<file path="src/hdl/wsd_pkg.sv">
// shared types, codes and constants for the websocket frame deframer
`timescale 1ns / 1ps
package wsd_pkg;

	localparam int LENGTH_BITS = 64;
	localparam int TIMER_BITS  = 16;
	localparam int TIMEOUT_W   = 16;
	localparam int CFG_DATA_W  = 16;
	localparam int CFG_IDX_W   = 1;

	localparam logic [CFG_IDX_W-1:0] REG_TIMEOUT_TICKS  = 1'd0;
	localparam logic [CFG_IDX_W-1:0] REG_NOTIFY_ON_PING = 1'd1;

	localparam logic [TIMEOUT_W-1:0] TIMEOUT_RESET = 16'd1000;

	localparam logic OP_BYTE = 1'b0;
	localparam logic OP_TICK = 1'b1;

	localparam logic [1:0] PH_HEADER  = 2'd0;
	localparam logic [1:0] PH_LEN     = 2'd1;
	localparam logic [1:0] PH_EXT     = 2'd2;
	localparam logic [1:0] PH_PAYLOAD = 2'd3;

	localparam logic [1:0] KIND_PAYLOAD = 2'd0;
	localparam logic [1:0] KIND_EMPTY   = 2'd1;
	localparam logic [1:0] KIND_ERROR   = 2'd2;

	localparam logic [1:0] FRAME_TEXT   = 2'd0;
	localparam logic [1:0] FRAME_BINARY = 2'd1;
	localparam logic [1:0] FRAME_PING   = 2'd2;

	localparam logic [1:0] ERR_NONE    = 2'd0;
	localparam logic [1:0] ERR_HEADER  = 2'd1;
	localparam logic [1:0] ERR_MASKED  = 2'd2;
	localparam logic [1:0] ERR_TIMEOUT = 2'd3;

	localparam logic [7:0] HDR_TEXT   = 8'h81;
	localparam logic [7:0] HDR_BINARY = 8'h82;
	localparam logic [7:0] HDR_PING   = 8'h89;

	localparam logic [6:0] LEN_CODE16 = 7'h7e;
	localparam logic [6:0] LEN_CODE64 = 7'h7f;

	localparam logic [3:0] EXT_BYTES16 = 4'd2;
	localparam logic [3:0] EXT_BYTES64 = 4'd8;

	typedef struct packed {
		logic       opcode;
		logic [7:0] rx_byte;
	} item_t;

	typedef struct packed {
		logic [1:0] kind;
		logic [7:0] payload;
		logic [1:0] frame_kind;
		logic       last;
		logic       notify;
		logic [1:0] error_code;
	} result_t;

	typedef struct packed {
		logic [TIMEOUT_W-1:0] timeout_ticks;
		logic                 notify_on_ping;
	} cfg_t;

endpackage

</file>
<file path="src/hdl/wsd_if.sv">
// valid/ready channel interfaces for input items and results
`timescale 1ns / 1ps
interface wsd_item_if;
	logic       valid;
	logic       ready;
	logic       opcode;
	logic [7:0] rx_byte;

	modport source (output valid, output opcode, output rx_byte, input ready);
	modport sink (input valid, input opcode, input rx_byte, output ready);
endinterface

interface wsd_result_if;
	logic       valid;
	logic       ready;
	logic [1:0] kind;
	logic [7:0] payload;
	logic [1:0] frame_kind;
	logic       last;
	logic       notify;
	logic [1:0] error_code;

	modport source (output valid, output kind, output payload, output frame_kind,
		output last, output notify, output error_code, input ready);
	modport sink (input valid, input kind, input payload, input frame_kind,
		input last, input notify, input error_code, output ready);
endinterface

</file>
<file path="src/hdl/wsd_in_stage.sv">
// input register stage
`timescale 1ns / 1ps
module wsd_in_stage (
	input  logic          clk,
	input  logic          arst_n,
	input  logic          in_valid,
	output logic          in_ready,
	input  wsd_pkg::item_t in_item,
	output logic          valid_s1,
	input  logic          take,
	output wsd_pkg::item_t item_s1
);
	import wsd_pkg::*;

	logic vld_s1;

	assign in_ready = !vld_s1 || take;
	assign valid_s1 = vld_s1;

	always_ff @(posedge clk or negedge arst_n) begin
		if (!arst_n) begin
			vld_s1 <= 1'b0;
		end else if (in_ready) begin
			vld_s1 <= in_valid;
		end
	end

	always_ff @(posedge clk) begin
		if (in_valid && in_ready) begin
			item_s1 <= in_item;
		end
	end

endmodule

</file>
<file path="src/hdl/wsd_parser.sv">
// frame parsing state and result register
`timescale 1ns / 1ps
module wsd_parser (
	input  logic            clk,
	input  logic            arst_n,
	input  wsd_pkg::cfg_t   cfg,
	input  logic            valid_s1,
	input  wsd_pkg::item_t  item_s1,
	output logic            take,
	output logic            res_valid,
	input  logic            res_ready,
	output wsd_pkg::result_t res
);
	import wsd_pkg::*;

	logic [1:0]             phase_q, phase_d;
	logic [1:0]             type_q, type_d;
	logic [3:0]             ext_q, ext_d;
	logic [LENGTH_BITS-1:0] rem_q, rem_d;
	logic [TIMER_BITS-1:0]  idle_q, idle_d;

	logic                   res_valid_q;
	result_t                res_q;
	logic                   has_res;
	result_t                res_d;

	logic [TIMER_BITS-1:0]  idle_inc;
	logic [LENGTH_BITS-1:0] rem_sh;
	logic [LENGTH_BITS-1:0] rem_dec;
	logic [3:0]             ext_dec;
	logic [7:0]             b;
	logic                   end_ntf;

	assign take      = valid_s1 && (!res_valid_q || res_ready);
	assign res_valid = res_valid_q;
	assign res       = res_q;

	assign b        = item_s1.rx_byte;
	assign end_ntf  = (type_q != FRAME_PING) || cfg.notify_on_ping;
	assign idle_inc = (idle_q != '1) ? idle_q + 1'b1 : idle_q;
	assign rem_sh   = {rem_q[LENGTH_BITS-9:0], b};
	assign rem_dec  = (rem_q != '0) ? rem_q - 1'b1 : rem_q;
	assign ext_dec  = (ext_q != '0) ? ext_q - 1'b1 : ext_q;

	always_comb begin
		phase_d = phase_q;
		type_d  = type_q;
		ext_d   = ext_q;
		rem_d   = rem_q;
		idle_d  = idle_q;
		has_res = 1'b0;
		res_d   = '0;
		if (item_s1.opcode == OP_TICK) begin
			if (phase_q != PH_HEADER) begin
				idle_d = idle_inc;
				if (32'(idle_inc) >= 32'(cfg.timeout_ticks)) begin
					has_res          = 1'b1;
					res_d.kind       = KIND_ERROR;
					res_d.error_code = ERR_TIMEOUT;
					phase_d = PH_HEADER;
					ext_d   = '0;
					rem_d   = '0;
					idle_d  = '0;
				end
			end
		end else begin
			idle_d = '0;
			unique case (phase_q)
				PH_HEADER: begin
					priority if (b == HDR_TEXT) begin
						type_d  = FRAME_TEXT;
						phase_d = PH_LEN;
					end else if (b == HDR_BINARY) begin
						type_d  = FRAME_BINARY;
						phase_d = PH_LEN;
					end else if (b == HDR_PING) begin
						type_d  = FRAME_PING;
						phase_d = PH_LEN;
					end else begin
						has_res          = 1'b1;
						res_d.kind       = KIND_ERROR;
						res_d.error_code = ERR_HEADER;
						ext_d = '0;
						rem_d = '0;
					end
				end
				PH_LEN: begin
					rem_d = '0;
					priority if (b[7]) begin
						has_res          = 1'b1;
						res_d.kind       = KIND_ERROR;
						res_d.error_code = ERR_MASKED;
						phase_d = PH_HEADER;
						ext_d   = '0;
					end else if (b[6:0] == LEN_CODE16) begin
						ext_d   = EXT_BYTES16;
						phase_d = PH_EXT;
					end else if (b[6:0] == LEN_CODE64) begin
						ext_d   = EXT_BYTES64;
						phase_d = PH_EXT;
					end else if (b[6:0] == '0) begin
						has_res          = 1'b1;
						res_d.kind       = KIND_EMPTY;
						res_d.frame_kind = type_q;
						res_d.last       = 1'b1;
						res_d.notify     = end_ntf;
						phase_d = PH_HEADER;
						ext_d   = '0;
					end else begin
						rem_d   = LENGTH_BITS'(b[6:0]);
						phase_d = PH_PAYLOAD;
					end
				end
				PH_EXT: begin
					ext_d = ext_dec;
					rem_d = rem_sh;
					if (ext_dec == '0) begin
						if (rem_sh == '0) begin
							has_res          = 1'b1;
							res_d.kind       = KIND_EMPTY;
							res_d.frame_kind = type_q;
							res_d.last       = 1'b1;
							res_d.notify     = end_ntf;
							phase_d = PH_HEADER;
						end else begin
							phase_d = PH_PAYLOAD;
						end
					end
				end
				PH_PAYLOAD: begin
					has_res          = 1'b1;
					res_d.kind       = KIND_PAYLOAD;
					res_d.payload    = b;
					res_d.frame_kind = type_q;
					if (rem_dec == '0) begin
						res_d.last   = 1'b1;
						res_d.notify = end_ntf;
						phase_d = PH_HEADER;
						ext_d   = '0;
						rem_d   = '0;
					end else begin
						rem_d = rem_dec;
					end
				end
				default: begin
					phase_d = PH_HEADER;
				end
			endcase
		end
	end

	always_ff @(posedge clk or negedge arst_n) begin
		if (!arst_n) begin
			phase_q     <= PH_HEADER;
			type_q      <= FRAME_TEXT;
			ext_q       <= '0;
			rem_q       <= '0;
			idle_q      <= '0;
			res_valid_q <= 1'b0;
		end else if (take) begin
			phase_q     <= phase_d;
			type_q      <= type_d;
			ext_q       <= ext_d;
			rem_q       <= rem_d;
			idle_q      <= idle_d;
			res_valid_q <= has_res;
		end else if (res_ready) begin
			res_valid_q <= 1'b0;
		end
	end

	always_ff @(posedge clk) begin
		if (take && has_res) begin
			res_q <= res_d;
		end
	end

endmodule

</file>
<file path="src/hdl/websocket_frame_deframer.sv">
// top level of the websocket frame deframer
`timescale 1ns / 1ps
// Receive-side websocket deframer. Each input transaction is either a stream
// byte or one timer tick; each byte or tick gives at most one result: a
// payload byte tagged with its frame type (last byte flagged), a completion
// for an empty frame, or an error (bad header, masked frame, timeout). A new
// transaction can be taken every cycle; a transaction passes through an input
// register and then the parser's result register. The input stalls only
// while the input register is full and the result register holds a result
// that is not being taken. timeout_ticks (index 0) and notify_on_ping
// (index 1) are written through the cfg port; the user must write them only
// while the block is idle, as the block itself does not enforce this.
module websocket_frame_deframer (
	input  logic                             clk,
	input  logic                             arst_n,
	input  logic                             cfg_we,
	input  logic [wsd_pkg::CFG_IDX_W-1:0]    cfg_index,
	input  logic [wsd_pkg::CFG_DATA_W-1:0]   cfg_data,
	wsd_item_if.sink                         item_in,
	wsd_result_if.source                     result_out
);
	import wsd_pkg::*;

	cfg_t    cfg_q;
	item_t   in_item;
	item_t   item_s1;
	logic    valid_s1;
	logic    take;
	result_t res;

	always_ff @(posedge clk or negedge arst_n) begin
		if (!arst_n) begin
			cfg_q.timeout_ticks  <= TIMEOUT_RESET;
			cfg_q.notify_on_ping <= 1'b0;
		end else if (cfg_we) begin
			unique case (cfg_index)
				REG_TIMEOUT_TICKS:  cfg_q.timeout_ticks  <= cfg_data[TIMEOUT_W-1:0];
				REG_NOTIFY_ON_PING: cfg_q.notify_on_ping <= cfg_data[0];
				default: ;
			endcase
		end
	end

	assign in_item = {item_in.opcode, item_in.rx_byte};

	wsd_in_stage u_in_stage (
		.clk      (clk),
		.arst_n   (arst_n),
		.in_valid (item_in.valid),
		.in_ready (item_in.ready),
		.in_item  (in_item),
		.valid_s1 (valid_s1),
		.take     (take),
		.item_s1  (item_s1)
	);

	wsd_parser u_parser (
		.clk       (clk),
		.arst_n    (arst_n),
		.cfg       (cfg_q),
		.valid_s1  (valid_s1),
		.item_s1   (item_s1),
		.take      (take),
		.res_valid (result_out.valid),
		.res_ready (result_out.ready),
		.res       (res)
	);

	assign result_out.kind       = res.kind;
	assign result_out.payload    = res.payload;
	assign result_out.frame_kind = res.frame_kind;
	assign result_out.last       = res.last;
	assign result_out.notify     = res.notify;
	assign result_out.error_code = res.error_code;

endmodule
</file>
<file path="src/flat_wrapper.sv">
// flat-port wrapper written by rule: the top's interface ports become plain ports
module websocket_frame_deframer_flat import wsd_pkg::*;
  (clk, arst_n, cfg_we, cfg_index, cfg_data, item_in_valid, item_in_opcode, item_in_rx_byte, item_in_ready, result_out_valid, result_out_kind, result_out_payload, result_out_frame_kind, result_out_last, result_out_notify, result_out_error_code, result_out_ready);
  wsd_item_if item_in_i ();
  wsd_result_if result_out_i ();
  input  logic clk;
  input  logic arst_n;
  input  logic cfg_we;
  input  logic [wsd_pkg::CFG_IDX_W-1:0] cfg_index;
  input  logic [wsd_pkg::CFG_DATA_W-1:0] cfg_data;
  input wire logic [$bits(item_in_i.valid)-1:0] item_in_valid;
  input wire logic [$bits(item_in_i.opcode)-1:0] item_in_opcode;
  input wire logic [$bits(item_in_i.rx_byte)-1:0] item_in_rx_byte;
  output wire logic [$bits(item_in_i.ready)-1:0] item_in_ready;
  output wire logic [$bits(result_out_i.valid)-1:0] result_out_valid;
  output wire logic [$bits(result_out_i.kind)-1:0] result_out_kind;
  output wire logic [$bits(result_out_i.payload)-1:0] result_out_payload;
  output wire logic [$bits(result_out_i.frame_kind)-1:0] result_out_frame_kind;
  output wire logic [$bits(result_out_i.last)-1:0] result_out_last;
  output wire logic [$bits(result_out_i.notify)-1:0] result_out_notify;
  output wire logic [$bits(result_out_i.error_code)-1:0] result_out_error_code;
  input wire logic [$bits(result_out_i.ready)-1:0] result_out_ready;
  assign item_in_i.valid = item_in_valid;
  assign item_in_i.opcode = item_in_opcode;
  assign item_in_i.rx_byte = item_in_rx_byte;
  assign item_in_ready = item_in_i.ready;
  assign result_out_valid = result_out_i.valid;
  assign result_out_kind = result_out_i.kind;
  assign result_out_payload = result_out_i.payload;
  assign result_out_frame_kind = result_out_i.frame_kind;
  assign result_out_last = result_out_i.last;
  assign result_out_notify = result_out_i.notify;
  assign result_out_error_code = result_out_i.error_code;
  assign result_out_i.ready = result_out_ready;
  websocket_frame_deframer u_core (.clk(clk), .arst_n(arst_n), .cfg_we(cfg_we), .cfg_index(cfg_index), .cfg_data(cfg_data), .item_in(item_in_i), .result_out(result_out_i));
endmodule
</file>
<file path="config.mk">
export PLATFORM = sky130hd
export DESIGN_NAME = websocket_frame_deframer_flat
export DESIGN_NICKNAME = d
export VERILOG_FILES = /design/src/hdl/wsd_pkg.sv /design/src/hdl/wsd_if.sv /design/src/hdl/wsd_in_stage.sv /design/src/hdl/wsd_parser.sv /design/src/hdl/websocket_frame_deframer.sv /design/src/flat_wrapper.sv
export SDC_FILE = /design/constraint.sdc
export NUM_CORES = 1
export LEC_CHECK = 0
export ABC_CLOCK_PERIOD_IN_PS = 6200
export BUFFER_PORTS_ARGS = -buffer_cell sky130_fd_sc_hd__buf_2
export CORE_MARGIN = 1.5
export CORE_UTILIZATION = 45
export DETAILED_ROUTE_END_ITERATION = 6
export SYNTH_ARGS = -nofsm -noshare
export SYNTH_HDL_FRONTEND = slang
export SYNTH_SLANG_ARGS = --single-unit
</file>
<file path="constraint.sdc">
create_clock -name clk -period 6.2 [get_ports clk]
set_clock_uncertainty 0.05 [all_clocks]
set_input_delay 0 -clock clk [delete_from_list [all_inputs] [get_ports clk]]
set_output_delay 0 -clock clk [all_outputs]
set_load 0.1 [all_outputs]
</file>
# == After elaboration in Yosys (flattened, before gate mapping) ==
# Cells that the tools add are included.
# W data, S select, Z words.
# totals
reg_bits,132
output_inout_bits,18
# classes
n_addsub,3
n_lt_le_gt_ge,1
n_eq_ne,19
mux,91
n_bitwise,3
reduce_logical,26
# ops
cell,n
$mux W64,8
$pmux W64 S4,1
$logic_not A64 Y1,2
$mux W4,18
$mux W16,4
$reduce_bool A64 Y1,1
$sub A64 B1 Y64 const B,1
$mux W2,28
$mux W7,4
$eq A8 B8 Y1 const B,3
$mux W1,22
$add A16 B1 Y16 const B,1
$ge A16 B16 Y1,1
$ne A16 B16 Y1 const B,1
$pmux W2 S4,2
$pmux W4 S4,1
$ne A3 B2 Y1 const B,5
$eq A7 B7 Y1 const B,2
$pmux W4 S3,1
$reduce_and A6 Y1,2
$reduce_and A8 Y1,1
$logic_not A7 Y1,1
$ne A2 B2 Y1 const B,3
$ne A6 B4 Y1 const B,1
18 further kinds,29

# == Logic depth before layout (Yosys ltp) ==
# depth
word_depth,8
depth_mapped,22
ltp_nobuf,19

# == By module ==
# Synthesis repeated with hierarchy kept, for this count alone.
# hier_totals
hier_cells,1045
area_unflattened_um2,9008.6
# modules_own_cells
mod,instances,cells_per_inst,area_each_um2,seq_area_each_um2
wsd_parser,1,994,7973.9,2707.6
websocket_frame_deframer,1,38,710.7,432.9
wsd_in_stage,1,13,324.1,295.3

# == Worst setup path before layout ==
# No wires, ideal clock.
# synth_path
kind,register -> register
start,register u_core.u_parser.rem_q[0]
end,register u_core.u_parser.phase_q[0]
t_arrival_ns,4.491
required_ns,6.022
slack_ns,1.532
path_stages_with_launch,16
n_path_buf,2
period_less_slack_ns,4.668
path_cell_list,dfrtp_1 clkbuf_1 inv_1 ha_1 nor3b_2 nand3_1 clkbuf_1 or4_1 a2111oi_0 xor2_1 a2111oi_0 o211ai_1 o41ai_4 o2111ai_1 a21oi_1 mux2_1
# synth_via
elab_chain_cells,5
word_cells_on_any_way,11
cone_classes,add/sub: 1; eq/ne: 1; mux: 5; reduce/logical: 4
# synth_lines
element,line_no,text
from (decl),wsd_parser.sv:19,"logic [LENGTH_BITS-1:0] rem_q, rem_d;"
from (signal assigned),wsd_parser.sv:164,rem_q <= rem_d;
$sub A64 B1 Y64 (tied with other cells),wsd_parser.sv:42,assign rem_dec = (rem_q != '0) ? rem_q - 1'b1 : rem_q;
$mux W64 / $mux W2 (equally long branches),"wsd_parser.sv:42, wsd_parser.sv:118",
$logic_not A64 Y1 / $mux W2 (equally long branches),"wsd_parser.sv:135, wsd_parser.sv:117",
$ne A3 B2 Y1 (no line) / $pmux W2 S4 (equally long branches),n/a,
$reduce_and A6 Y1 (no line) / $mux W2 (equally long branches),n/a,
to (signal assigned),wsd_parser.sv:161,phase_q <= phase_d;
to (decl),wsd_parser.sv:16,"logic [1:0] phase_q, phase_d;"
# Parallel ways exist; a longest one is shown, timed or not. The select of a mux whose other input is x is not followed.
# A chain may end at the register's enable or synchronous reset.

# == Final worst setup path ==
# layout_path
start,register u_core.u_parser.rem_q[11]
end,register u_core.u_parser.rem_q[40]
# layout_via
elab_chain_cells,6
word_cells_on_any_way,7
cone_classes,add/sub: 1; mux: 4; reduce/logical: 2
# layout_lines
element,line_no,text
$sub A64 B1 Y64 / $reduce_bool A64 Y1 (equally long branches),wsd_parser.sv:42,
$mux W64 *,wsd_parser.sv:42,
$logic_not A64 Y1,wsd_parser.sv:135,if (rem_dec == '0) begin
$mux W64 *,wsd_parser.sv:135,
$pmux W64 S4 *,wsd_parser.sv:68,unique case (phase_q)
$mux W64 *,wsd_parser.sv:53,if (item_s1.opcode == OP_TICK) begin
# Mark *: on every way between the ends. The rest lies on a longest branch, timed or not.

==> results.cfg <==
[floorplanning]
die_w_um = 142
ios = 49
start_util = 0.461
die-area_um2 = 20100
fp.dieH_um = 142
num_rows = 50
fp.coreArea_um2 = 18800

[synth]
ys_seq_area_frac = 0.396
syn_area_um2 = 8690
avgSynthCellArea_um2 = 8.70
yosysTopAreaCell = dfrtp_1
synth_seq_cells = 132
yosys_warnings = 0
ys_top_cells_by_count = 102 x nand2_1, 101 x dfrtp_1, 87 x o21ai_0
synth_cells = 998
synth_fp_nets = 1052
async_reset_ff_frac = 0.811
synth_edf_count = 25
yosysTopAreaCellShare = 0.291
synth_cell_type_count = 79
ys.flop_type = dfrtp_1
synth_most_common_cell = nand2_1
synth_area_leaders = dfrtp_1 29%, edfxtp_1 8.6%, o21ai_0 5.0%

[placed_design]
place_congestion = 0.925
pre_cts_slack_ns = 0.871
portBuffers = 48
hpwl_um = 18700
place_inst = 1251

[clock_network]
numCtsBuffers = 17
cts.path.max_buffers = 2
worstSkewPairLatency_ns = 0.43
root_buffer = clkbuf_16
clkTransAtPathRegs_ns = 0.06
cts_tree = built
clkSinkCount = 132
htreeDepth = 4

[grt]
grtUsageTotal = 0.277
grt_antenna_before_repair = 0
grt_start_max_net_pins = 65
grt_pass1_wl_um = 43400
grt_pass1_vias = 7674
grt.overflow.total = 0

[power]
p_int_mw = 2.74
power_frac_seq = 0.232
p_per_area_nw_per_um2 = 543
switchingPower_mw = 2.71
switching_share = 0.497
leakage_nw = 4.29
pwr-share-clk = 0.182
vdd_ir_drop_max_v = 0.000264
combPwrFrac = 0.585

[cells_and_area]
antenna_cells = 0
area_delta_synth_final_pct = 15.6
post-route-util = 0.533
nets = 1100
final.fill_count = 1735
stdcell_count = 1319
drive_above_1_share = 0.124

[route]
ant_nets = 0
via_per_inst = 6.20
dr.pass1.iters = 7
drc_errors = 0
drt_wl_total_um = 27000
drt_iter0_markers = 876
vias = 8178
wl_per_cell_um = 20.5

[hold_path]
worstHoldPathCells = 4
worstHoldPathType = in2reg

[worst_setup_path]
required_ns = 6.46
criticalPathCategory = reg2reg
cp.arrival_ns = 5.72
r2r_cells = 14
startpoint_type = flop
crit_path_end_kind = flop
worstPathMaxFanout = 34

[sta]
fin_hold_ws_ns = 0.0113
fin_crit_sh = 0.881
fin_crit_ns = 5.46
timing_hold_violations_final = 0
relSlewSlack = 0.327
setup_violations = 0
finalSetupTns_ns = 0
maxSlewViolCount = 0
tightest_slew_ns = 0.983
rsz0062_at_grt = false
fmax_mhz = 183
setup_slack_ns = 0.740

[run]
drv_cap = 0

[status]
status = complete, no violations
cell usage in the layout (no fill, tap or decap), types with 11 or more instances in the layout:
cell	instances
or4_1	13
nand2_1	102
o21ai_0	87
nand4_1	15
a21o_1	22
edfxtp_1	25
buf_4	15
dfrtp_1	101
xnor2_1	30
or3_1	23
nor4_1	26
and3_1	14
and2_1	15
nand3_1	33
buf_2	47
clkbuf_16	17
nor2_1	55
nor3_1	40
dlygate4sd3_1	36
inv_1	34
a22oi_1	34
ha_1	23
nor2b_1	11
a21oi_1	37
xor2_1	11
a221o_1	19
cell families (layout without fill, tap and decap cells):
family                   after synthesis  in the layout  synth area share
buffers and inverters                105            166            0.0474
XOR/XNOR                              41             41            0.0413
multiplexers                           6              6           0.00749
AO/OA/AOI/OAI                        284            284             0.221
AND/OR/NAND/NOR                      407            407             0.254
flip-flops                           132            132             0.396
adder cells (fa/ha/maj)               23             23            0.0331
worst max-delay path, stage by stage, from the launching register on:
cell	delay [ns]
dfrtp_1	0.47
or4_4	0.59
nor4bb_1	0.42
buf_4	0.23
nand3_1	0.10
or2_2	0.34
xnor2_1	0.14
a2111oi_0	0.85
o2111ai_1	0.35
o41ai_4	0.38
buf_4	0.22
or2b_2	0.46
buf_12	0.26
o21ai_0	0.11
a221o_1	0.34
registers in the layout (all words and copies together), names as in the netlist:
| name | flops |
|---|---|
| u_core.u_in_stage.item_s1 | 9 |
| u_core.u_parser.type_q | 2 |
| u_core.u_parser.res | 16 |
| u_core.u_parser.ext_q | 4 |
| u_core.u_in_stage.valid_s1 | 1 |
| u_core.u_parser.res_valid | 1 |
| u_core.u_parser.rem_q | 64 |
| u_core.cfg_q | 17 |
| u_core.u_parser.phase_q | 2 |
| u_core.u_parser.idle_q | 16 |
power by group through the flow:
| stage | sequential [mW] | clock, mW | combinational [mW] |
|---|---|---|---|
| 2_1_floorplan | 1.27 | 0 | 2.28 |
| 3_3_place_gp | 1.27 | 0 | 3.11 |
| 3_5_place_dp | 1.27 | 0 | 3.08 |
| 4_1_cts | 1.25 | 1.01 | 3.12 |
| 5_1_grt | 1.28 | 1.05 | 3.44 |
| 6_report | 1.27 | 0.993 | 3.19 |
metrics by stage:
stage / power [mW] / area (um^2)
global route: 5.77 / 10000
CTS: 5.38 / 10000
floorplan: 3.55 / 8690
detailed placement: 4.35 / 9110
finish: 5.46 / 10000
global placement: 4.38 / 9110
area by class of cell:
cell class	count	area, um^2	area share
Clock buffer	18	429	0.0427
Clock inverter	14	140	0.0140
Inverter	35	131	0.0131
Multi-Input combinational cell	761	4850	0.483
Sequential cell	132	3440	0.342
Tap cell	260	325	0.0324
Timing Repair Buffer	99	728	0.0725
final timing paths:
kind | start | to | slack, ns
setup / recovery | u_core.u_parser.rem_q[11]$_DFFE_PN0P_ | u_core.u_parser.rem_q[40]$_DFFE_PN0P_ | 0.74
hold / removal | cfg_index | u_core.cfg_q[13]$_DFFE_PN0P_ | 0.01
setup reg to reg | u_core.u_parser.rem_q[11]$_DFFE_PN0P_ | u_core.u_parser.rem_q[40]$_DFFE_PN0P_ | 0.74
hold reg to reg | u_core.cfg_q[6]$_DFFE_PN1P_ | u_core.cfg_q[6]$_DFFE_PN1P_ | 0.46
max in group asynchronous | arst_n | u_core.u_parser.phase_q[0]$_DFFE_PN0P_ | 4.78
min in group asynchronous | arst_n | u_core.u_parser.rem_q[14]$_DFFE_PN0P_ | 0.06
what timing repair did:
item	CTS	global route
buffers inserted	0	0
hold buffers	36	0
resized for setup	0	0
endpoints found under the hold margin	71	0
layer usage:
layer / wire (um) / global-route usage / vias up
li1: - / - / 3819
met1: 12300 / 0.405 / 3907
met2: 12200 / 0.421 / 397
met3: 1900 / 0.0448 / 55
met4: 609 / 0.0868 / 0
met5: 0 / 0 / -
(Power assumes the default switching activity.)
